==> src/rtl/gtpp_pkg.sv <==
// Shared types and constants of the greedy triangle pair partition block.
package gtpp_pkg;

  localparam int unsigned TriangleCapacity = 1024;
  localparam int unsigned TriIdxW          = $clog2(TriangleCapacity);
  localparam int unsigned CountW           = TriIdxW + 1;
  localparam int unsigned PairCountBits    = 12;
  localparam int unsigned FuncW            = 2;
  localparam int unsigned KindW            = 2;

  localparam logic [CountW-1:0]        TriCountReset = CountW'(TriangleCapacity);
  localparam logic [CountW-1:0]        TriCountMax   = CountW'(TriangleCapacity);
  localparam logic [TriIdxW-1:0]       LastTriIdx    = TriIdxW'(TriangleCapacity - 1);
  localparam logic [PairCountBits-1:0] PairCountMax  = {PairCountBits{1'b1}};

  // Request function codes; the fourth code has no meaning and is ignored.
  localparam logic [FuncW-1:0] FuncPair    = 2'd0;
  localparam logic [FuncW-1:0] FuncQuery   = 2'd1;
  localparam logic [FuncW-1:0] FuncRestart = 2'd2;

  typedef enum logic [KindW-1:0] {
    KIND_SHARED    = 2'd0,
    KIND_NONSHARED = 2'd1,
    KIND_UNVISITED = 2'd2,
    KIND_ERROR     = 2'd3
  } kind_e;

  typedef logic [TriIdxW-1:0] tri_idx_t;

  // Write to the mark store: set both addressed marks, or clear one entry.
  typedef struct packed {
    logic     en;
    logic     set;
    tri_idx_t first;
    tri_idx_t second;
  } mark_wr_t;

  // Read of the mark store at two addresses.
  typedef struct packed {
    logic     en;
    tri_idx_t first;
    tri_idx_t second;
  } mark_rd_t;

endpackage

==> src/rtl/gtpp_marks.sv <==
// Visited mark store: two one-bit memories with forwarding of the last set.
module gtpp_marks (
  input  logic               clk_i,
  input  logic               rst_ni,
  input  gtpp_pkg::mark_wr_t wr_i,
  input  gtpp_pkg::mark_rd_t rd_i,
  output logic               visited_first_o,
  output logic               visited_second_o
);
  import gtpp_pkg::*;

  // A pair sets its first triangle in bank A and its second in bank B, so each
  // bank takes one write a cycle. A triangle is visited if either bank holds it.
  logic mem_a [TriangleCapacity];
  logic mem_b [TriangleCapacity];

  logic     a_first_q, a_second_q, b_first_q, b_second_q;
  tri_idx_t rd_first_q, rd_second_q;
  logic     fwd_valid_q, fwd_valid_d;
  tri_idx_t fwd_first_q, fwd_second_q;
  logic     hit_first, hit_second;

  always_ff @(posedge clk_i) begin
    if (wr_i.en) begin
      mem_a[wr_i.first]  <= wr_i.set;
      mem_b[wr_i.second] <= wr_i.set;
    end
    if (rd_i.en) begin
      a_first_q   <= mem_a[rd_i.first];
      a_second_q  <= mem_a[rd_i.second];
      b_first_q   <= mem_b[rd_i.first];
      b_second_q  <= mem_b[rd_i.second];
      rd_first_q  <= rd_i.first;
      rd_second_q <= rd_i.second;
    end
  end

  // The last set stays forwarded until a clear; a read taken on the same
  // edge as that write would otherwise miss it.
  always_comb begin
    fwd_valid_d = fwd_valid_q;
    if (wr_i.en) begin
      fwd_valid_d = wr_i.set;
    end
  end

  always_ff @(posedge clk_i or negedge rst_ni) begin
    if (!rst_ni) begin
      fwd_valid_q <= 1'b0;
    end else begin
      fwd_valid_q <= fwd_valid_d;
    end
  end

  always_ff @(posedge clk_i) begin
    if (wr_i.en && wr_i.set) begin
      fwd_first_q  <= wr_i.first;
      fwd_second_q <= wr_i.second;
    end
  end

  assign hit_first  = fwd_valid_q &&
                      ((rd_first_q == fwd_first_q) || (rd_first_q == fwd_second_q));
  assign hit_second = fwd_valid_q &&
                      ((rd_second_q == fwd_first_q) || (rd_second_q == fwd_second_q));

  assign visited_first_o  = a_first_q | b_first_q | hit_first;
  assign visited_second_o = a_second_q | b_second_q | hit_second;

endmodule

==> src/rtl/greedy_triangle_pair_partition.sv <==
// Top level of the greedy triangle pair partition block.
//
// Requests enter on the input channel (in_valid_i / in_ready_o) with a
// function code and one or two triangle indices. Results leave on the output
// channel (out_valid_o / out_ready_i); a request gives zero or one result.
// The user writes the triangle count register (cfg_we_i / cfg_wdata_i) while the
// block is idle, not enforced by the block; a larger count acts as the capacity.
//
// An accepted request sits in one stage register while the mark store returns
// both marks; its result is loaded into the output register when the request
// commits. The block takes one request per cycle as long as the output
// register drains.
//
// A restart request, and reset itself, start a clearing pass that walks the
// 1024 mark entries one per cycle; in_ready_o stays low for the whole pass.
// After a restart it is also low while the restart sits in the stage register.
// The pair counter clears at once.
//
// When the receiver stalls, the finished result waits in the output register.
// A request that gives no result still passes; one that gives a result holds
// in the stage register, and in_ready_o drops until the output drains.
module greedy_triangle_pair_partition (
  input  logic                              clk_i,
  input  logic                              rst_ni,
  input  logic                              cfg_we_i,
  input  logic [gtpp_pkg::CountW-1:0]        cfg_wdata_i,
  input  logic                              in_valid_i,
  output logic                              in_ready_o,
  input  logic [gtpp_pkg::FuncW-1:0]         func_i,
  input  logic [gtpp_pkg::TriIdxW-1:0]       first_triangle_i,
  input  logic [gtpp_pkg::TriIdxW-1:0]       second_triangle_i,
  output logic                              out_valid_o,
  input  logic                              out_ready_i,
  output logic [gtpp_pkg::KindW-1:0]         kind_o,
  output logic [gtpp_pkg::PairCountBits-1:0] pair_number_o,
  output logic [gtpp_pkg::TriIdxW-1:0]       triangle_number_o
);
  import gtpp_pkg::*;

  // Configuration register.
  logic [CountW-1:0] tri_count_q;
  logic [CountW-1:0] live_count;

  // Stage register holding the request under evaluation.
  logic             s1_valid_q, s1_valid_d;
  logic [FuncW-1:0] s1_func_q;
  tri_idx_t         s1_first_q, s1_second_q;

  // Clearing pass over the mark store.
  logic     clear_q, clear_d;
  tri_idx_t clear_addr_q, clear_addr_d;

  logic [PairCountBits-1:0] pair_cnt_q, pair_cnt_d;

  // Output register.
  logic                     out_valid_q, out_valid_d;
  kind_e                    out_kind_q;
  logic [PairCountBits-1:0] out_pair_q;
  tri_idx_t                 out_tri_q;

  logic     accept, commit;
  logic     first_ok, second_ok;
  logic     visited_first, visited_second;
  logic     res_valid, set_marks, restart;
  kind_e    res_kind;
  logic [PairCountBits-1:0] res_pair;
  tri_idx_t res_tri;
  logic     pair_step;

  mark_wr_t mark_wr;
  mark_rd_t mark_rd;

  assign live_count = (tri_count_q > TriCountMax) ? TriCountMax : tri_count_q;
  assign first_ok   = {1'b0, s1_first_q} < live_count;
  assign second_ok  = {1'b0, s1_second_q} < live_count;

  // Classification of the staged request. The first index is checked before
  // the second; an out-of-range index reports that index and changes nothing.
  always_comb begin
    res_valid = 1'b0;
    res_kind  = KIND_ERROR;
    res_pair  = '0;
    res_tri   = '0;
    set_marks = 1'b0;
    restart   = 1'b0;
    pair_step = 1'b0;
    unique case (s1_func_q)
      FuncPair: begin
        res_valid = 1'b1;
        if (!first_ok) begin
          res_tri = s1_first_q;
        end else if (!second_ok) begin
          res_tri = s1_second_q;
        end else begin
          pair_step = 1'b1;
          res_pair  = pair_cnt_q;
          set_marks = !visited_first && !visited_second;
          res_kind  = set_marks ? KIND_SHARED : KIND_NONSHARED;
        end
      end
      FuncQuery: begin
        res_tri = s1_first_q;
        if (!first_ok) begin
          res_valid = 1'b1;
        end else if (!visited_first) begin
          res_valid = 1'b1;
          res_kind  = KIND_UNVISITED;
        end
      end
      FuncRestart: begin
        restart = 1'b1;
      end
      default: begin
      end
    endcase
  end

  // The staged request leaves when its result has room, or when it has none.
  assign commit     = s1_valid_q && (!res_valid || !out_valid_q || out_ready_i);
  // A restart must finish its clearing pass before the next request reads marks.
  assign in_ready_o = !clear_q && (!s1_valid_q || (commit && !restart));
  assign accept     = in_valid_i && in_ready_o;

  assign mark_rd.en     = accept;
  assign mark_rd.first  = first_triangle_i;
  assign mark_rd.second = second_triangle_i;

  always_comb begin
    mark_wr.en     = 1'b0;
    mark_wr.set    = 1'b0;
    mark_wr.first  = s1_first_q;
    mark_wr.second = s1_second_q;
    if (clear_q) begin
      mark_wr.en     = 1'b1;
      mark_wr.first  = clear_addr_q;
      mark_wr.second = clear_addr_q;
    end else if (commit && set_marks) begin
      mark_wr.en  = 1'b1;
      mark_wr.set = 1'b1;
    end
  end

  gtpp_marks u_marks (
    .clk_i            (clk_i),
    .rst_ni           (rst_ni),
    .wr_i             (mark_wr),
    .rd_i             (mark_rd),
    .visited_first_o  (visited_first),
    .visited_second_o (visited_second)
  );

  always_comb begin
    s1_valid_d = s1_valid_q;
    if (accept) begin
      s1_valid_d = 1'b1;
    end else if (commit) begin
      s1_valid_d = 1'b0;
    end
  end

  always_comb begin
    clear_d      = clear_q;
    clear_addr_d = clear_addr_q;
    if (clear_q) begin
      clear_addr_d = clear_addr_q + 1'b1;
      if (clear_addr_q == LastTriIdx) begin
        clear_d = 1'b0;
      end
    end else if (commit && restart) begin
      clear_d      = 1'b1;
      clear_addr_d = '0;
    end
  end

  // The pair counter saturates at its largest value.
  always_comb begin
    pair_cnt_d = pair_cnt_q;
    if (commit && restart) begin
      pair_cnt_d = '0;
    end else if (commit && pair_step && (pair_cnt_q != PairCountMax)) begin
      pair_cnt_d = pair_cnt_q + 1'b1;
    end
  end

  always_comb begin
    out_valid_d = out_valid_q;
    if (commit && res_valid) begin
      out_valid_d = 1'b1;
    end else if (out_ready_i) begin
      out_valid_d = 1'b0;
    end
  end

  always_ff @(posedge clk_i or negedge rst_ni) begin
    if (!rst_ni) begin
      tri_count_q  <= TriCountReset;
      s1_valid_q   <= 1'b0;
      clear_q      <= 1'b1;
      clear_addr_q <= '0;
      pair_cnt_q   <= '0;
      out_valid_q  <= 1'b0;
    end else begin
      if (cfg_we_i) begin
        tri_count_q <= cfg_wdata_i;
      end
      s1_valid_q   <= s1_valid_d;
      clear_q      <= clear_d;
      clear_addr_q <= clear_addr_d;
      pair_cnt_q   <= pair_cnt_d;
      out_valid_q  <= out_valid_d;
    end
  end

  always_ff @(posedge clk_i) begin
    if (accept) begin
      s1_func_q   <= func_i;
      s1_first_q  <= first_triangle_i;
      s1_second_q <= second_triangle_i;
    end
    if (commit && res_valid) begin
      out_kind_q <= res_kind;
      out_pair_q <= res_pair;
      out_tri_q  <= res_tri;
    end
  end

  assign out_valid_o       = out_valid_q;
  assign kind_o            = out_kind_q;
  assign pair_number_o     = out_pair_q;
  assign triangle_number_o = out_tri_q;

endmodule

==> config.mk <==
export PLATFORM = sky130hd
export DESIGN_NAME = greedy_triangle_pair_partition
export DESIGN_NICKNAME = d
export VERILOG_FILES = /design/src/rtl/gtpp_pkg.sv /design/src/rtl/gtpp_marks.sv /design/src/rtl/greedy_triangle_pair_partition.sv
export SDC_FILE = /design/constraint.sdc
export NUM_CORES = 2
export LEC_CHECK = 0
export ABC_AREA = 0
export BUFFER_PORTS_ARGS = -buffer_cell sky130_fd_sc_hd__buf_4
export CAP_MARGIN = 20
export CORE_MARGIN = 4
export CORE_UTILIZATION = 31
export CTS_BUF_LIST = sky130_fd_sc_hd__clkbuf_16
export DETAILED_ROUTE_END_ITERATION = 7
export HOLD_SLACK_MARGIN = 0.12
export PLACE_DENSITY = 0.43
export SLEW_MARGIN = 20
export SYNTH_ARGS = -nofsm -noshare
export SYNTH_HDL_FRONTEND = slang
export SYNTH_SLANG_ARGS = --single-unit
==> constraint.sdc <==
create_clock -name clk_i -period 137.8 [get_ports clk_i]
set_input_delay 20.67 -clock clk_i [delete_from_list [all_inputs] [get_ports clk_i]]
set_output_delay 20.67 -clock clk_i [all_outputs]
set_load 0.02 [all_outputs]
==> impl_metrics.tcl <==
set metrics [dict create \
    syn_avg_cell_area_um2 14.7 \
    tns_ns 0 \
    hp-start "tri_count_q[8]" \
    ios 64 \
    path_class "input pin to primary output" \
    p_total_mw 1.74 \
    drt_first_pass_iters 5 \
    ir_worst_vdd_mv 0.0155 \
    grt_setup_unrepaired "no" \
    ys_ff_latch 2155 \
    synthMuxAreaShare_pct 20.7 \
    synth_compound_area_share_pct 4.71 \
    viasPerCell 6.09 \
    place.gp.congestion 0.819 \
    fin_crit_sh_pct 30.7 \
    fmaxAchievable_mhz 23.7 \
    cts_setup_buffers 0 \
    htreeDepth 5 \
    p_int_mw 1.15 \
    p_switching_uw 581 \
    synth.distinct_cells 76 \
    grt_usage_pct 23.1 \
    grt_overflow_total 0 \
    p_clk_share_pct 38.8 \
    cts_tree "built" \
    slew_headroom_pct 17.8 \
    seqCellArea_mm2 0.0645 \
    worstPathCellList "buf_4 -> nand2b_1 -> nor2_1 -> nor3_1 -> buf_4" \
    crit_fanout 4 \
    final_nets 7778 \
    core_area_mm2 0.383 \
    cap_violations 0 \
    fin_crit_ns 42.24 \
    synth_cells 8134 \
    swShare_pct 33.5 \
    hold_class "register to register" \
    timing.critical_path.mode_cell "buf_4" \
    start_util_pct 31.2 \
    slowest_delay_ns 0.30 \
    fillers 36900 \
    grt_max_degree 262 \
    cts.repair.resized 0 \
    die_x_um 629 \
    port_buffers 63 \
    clk_path_buf_depth 4 \
    grt_pass1_wl_um 654000 \
    p_per_area_mw_per_mm2 13.2 \
    p_leak_nw 32.8 \
    synth-simple-area-share_pct 15.2 \
    end_kind "primary output" \
    root_buffer "clkbuf_16" \
    routed_wl_um 472000 \
    cp-startpoint "out_ready_i" \
    hold_viol 0 \
    cts-buffers-inserted 266 \
    drc 0 \
    synth_top_family_by_area "multiplexers" \
    slowest_stage "nor2_1" \
    finalSetupViolations 0 \
    p_comb_share_pct 19.5 \
    crit_family "simple AND/OR/NAND/NOR gates" \
    syn2layout_area_growth_pct 10.1 \
    clock_latency_ns 0.90 \
    worst_pin_slew_ns 1.23 \
    synth_edf_count 2118 \
    synth-seq-area-share_pct 54.0 \
    wire_per_inst_um 36.4 \
    crit_buf_inv 2 \
    async_flop_share_pct 1.72 \
    cts.sinks 2155 \
    dieArea_mm2 0.396 \
    die_h_um 629 \
    vias 78900 \
    clk_pin_slew_worst_paths_ns 0.05 \
    yosys_warnings 0 \
    ctsHoldBuffers 0 \
    rr_startpoint "tri_count_q[10]" \
    yosys.area_share.xor_xnor_pct 0.352 \
    multiInputGateArea_mm2 0.0499 \
    critPathRequiredTime_ns 117.13 \
    worstPathArrival_ns 21.57 \
    syn_nets 8192 \
    synthAdderAreaFrac_pct 0.209 \
    final_antenna_net_count 0 \
    drive_above_1_share_pct 34.0 \
    cp-start-kind "input pin" \
    slew_viol_final 0 \
    rows 227 \
    synthFlopType "edfxtp_1" \
    drt_iter0_drc 8454 \
    status "finished clean" \
    grt_pass1_vias 79700 \
    synth_area_mm2 0.120 \
    antenna_found_initial 40 \
    fin_skew_ns 0.0297 \
    hpwlAfterDp_um 265000 \
    pwr-share-seq_pct 41.7 \
]
cell usage after synthesis (20+ instances only):
| cell type | n | area share, % |
|---|---|---|
| a211oi_1 | 23 | 0.14 |
| a21oi_1 | 131 | 0.55 |
| a221oi_1 | 35 | 0.26 |
| a22o_1 | 40 | 0.29 |
| a22oi_1 | 74 | 0.46 |
| and2_1 | 32 | 0.17 |
| buf_1 | 375 | 1.2 |
| buf_2 | 75 | 0.31 |
| buf_4 | 95 | 0.60 |
| buf_6 | 202 | 1.9 |
| clkbuf_1 | 267 | 0.84 |
| dfrtp_1 | 35 | 0.73 |
| edfxtp_1 | 2118 | 53 |
| ha_1 | 20 | 0.21 |
| inv_1 | 29 | 0.091 |
| mux2i_1 | 437 | 3.7 |
| mux4_2 | 894 | 17 |
| nand2_1 | 276 | 0.87 |
| nand2b_1 | 23 | 0.12 |
| nand3_1 | 35 | 0.15 |
| nand4_1 | 26 | 0.14 |
| nor2_1 | 139 | 0.44 |
| nor3_1 | 1142 | 4.8 |
| nor3_2 | 944 | 7.9 |
| o21ai_0 | 103 | 0.43 |
| o221ai_1 | 165 | 1.2 |
| o22ai_1 | 111 | 0.58 |
| xnor2_1 | 37 | 0.27 |
power by group through the flow:
stage | logic (mW) | registers, mW | clock network (mW)
floorplan | 0.210 | 0.735 | 0
global placement | 0.334 | 0.737 | 0
detailed placement | 0.337 | 0.737 | 0
CTS | 0.337 | 0.724 | 0.688
global route | 0.348 | 0.724 | 0.715
finish | 0.339 | 0.724 | 0.674
state kept, by name (all words and copies together) (netlist names), 2 cells and up:
register / cells
u_marks.mem_b: 1024
pair_cnt_q: 12
u_marks.rd_first_q: 10
clear_addr_q: 10
pair_number_o: 12
u_marks.fwd_second_q: 10
tri_count_q: 11
kind_o: 2
u_marks.rd_second_q: 10
u_marks.mem_a: 1024
u_marks.fwd_first_q: 10
s1_func_q: 2
triangle_number_o: 10
cell families after synthesis:
kind of cell / Yosys count
flip-flops: 2155
XOR/XNOR: 48
buffers and inverters: 1047
AND/OR/NAND/NOR: 2717
multiplexers: 1350
AO/OA/AOI/OAI: 797
adder cells (fa/ha/maj): 20
layer usage:
layer / GRT usage, % / up-vias / part of all wire, %
met5: 0 / - / 0.019
met4: 8.09 / 14 / 3.9
met3: 3.61 / 747 / 6.8
met2: 37.1 / 3198 / 47
met1: 31.8 / 42700 / 43
li1: - / 32200 / -
stage by stage:
step	setup slack (ns)	hold WS (ns)	std cells	area [um2]	utilization, %
after floorplan	58.97	0.464	8134	120000	-
after global placement	95.47	0.496	12500	123000	32.2
final	95.56	0.510	13000	132000	34.4
after detailed placement	95.54	0.500	12500	124000	32.2
after CTS	95.53	0.513	12900	132000	34.3
after global routing	95.47	0.533	13000	132000	34.4
path summary, 6_finish.rpt:
| path | cells after the start | endpoint | slack [ns] |
|---|---|---|---|
| worst max-delay path | 5 | in_ready_o | 95.56 |
| worst min-delay path | 1 | tri_count_q[8] | 0.51 |
| worst max register to register | 14 | u_marks.mem_b[696] | 129.92 |
| worst min register to register | 1 | tri_count_q[8] | 0.51 |
| max in group asynchronous | 1 | pair_cnt_q[10] | 117.65 |
| min in group asynchronous | 1 | tri_count_q[4] | 19.77 |
worst reg2reg max path, cell delays in order, from the launching register on:
cell and delay (ns):
dfstp_2 0.70, nand2b_1 0.21, ha_1 0.17, a21o_1 0.11
a21o_1 0.12, a21oi_1 0.07, o21a_1 0.15, o21ai_1 0.64
o41a_2 0.85, buf_4 0.73, buf_4 0.90, buf_4 0.86
buf_4 0.87, buf_4 0.94, nor3_1 0.25
area by class of cell:
| class | count | share of cell area [%] |
|---|---|---|
| inverters | 32 | 0.0988 |
| clock buffers | 276 | 5.24 |
| clock inverters | 184 | 0.866 |
| well taps | 5038 | 4.79 |
| multi-input cells | 4932 | 37.9 |
| diodes | 7 | 0.0133 |
| flip-flops and latches | 2155 | 49.0 |
| repair buffers | 333 | 2.08 |
placed cells by master (no fill, tap or decap), types with 15 or more instances in the layout:
cell type / synthesis / layout
nand3_1: 35 / 34
a221oi_1: 35 / 35
dfrtp_1: 35 / 35
clkbuf_16: 0 / 276
mux2_2: 19 / 19
a21boi_0: 17 / 17
o22ai_1: 111 / 111
nor3_1: 1142 / 1141
and2_1: 32 / 30
inv_1: 29 / 98
a211oi_1: 23 / 23
nand2_1: 276 / 156
nand2_4: 0 / 50
nor2b_1: 19 / 15
nor3_2: 944 / 945
o221ai_1: 165 / 165
buf_4: 95 / 306
o21ai_0: 103 / 103
a22oi_1: 74 / 74
a21oi_1: 131 / 131
mux4_2: 894 / 894
nand2_2: 0 / 70
nor2_1: 139 / 122
xnor2_1: 37 / 37
clkinv_2: 0 / 24
nand2b_1: 23 / 21
mux2i_1: 437 / 437
clkinv_1: 1 / 67
nand4_1: 26 / 26
ha_1: 20 / 20
a22o_1: 40 / 40
edfxtp_1: 2118 / 2118
(Power assumes the default switching activity.)
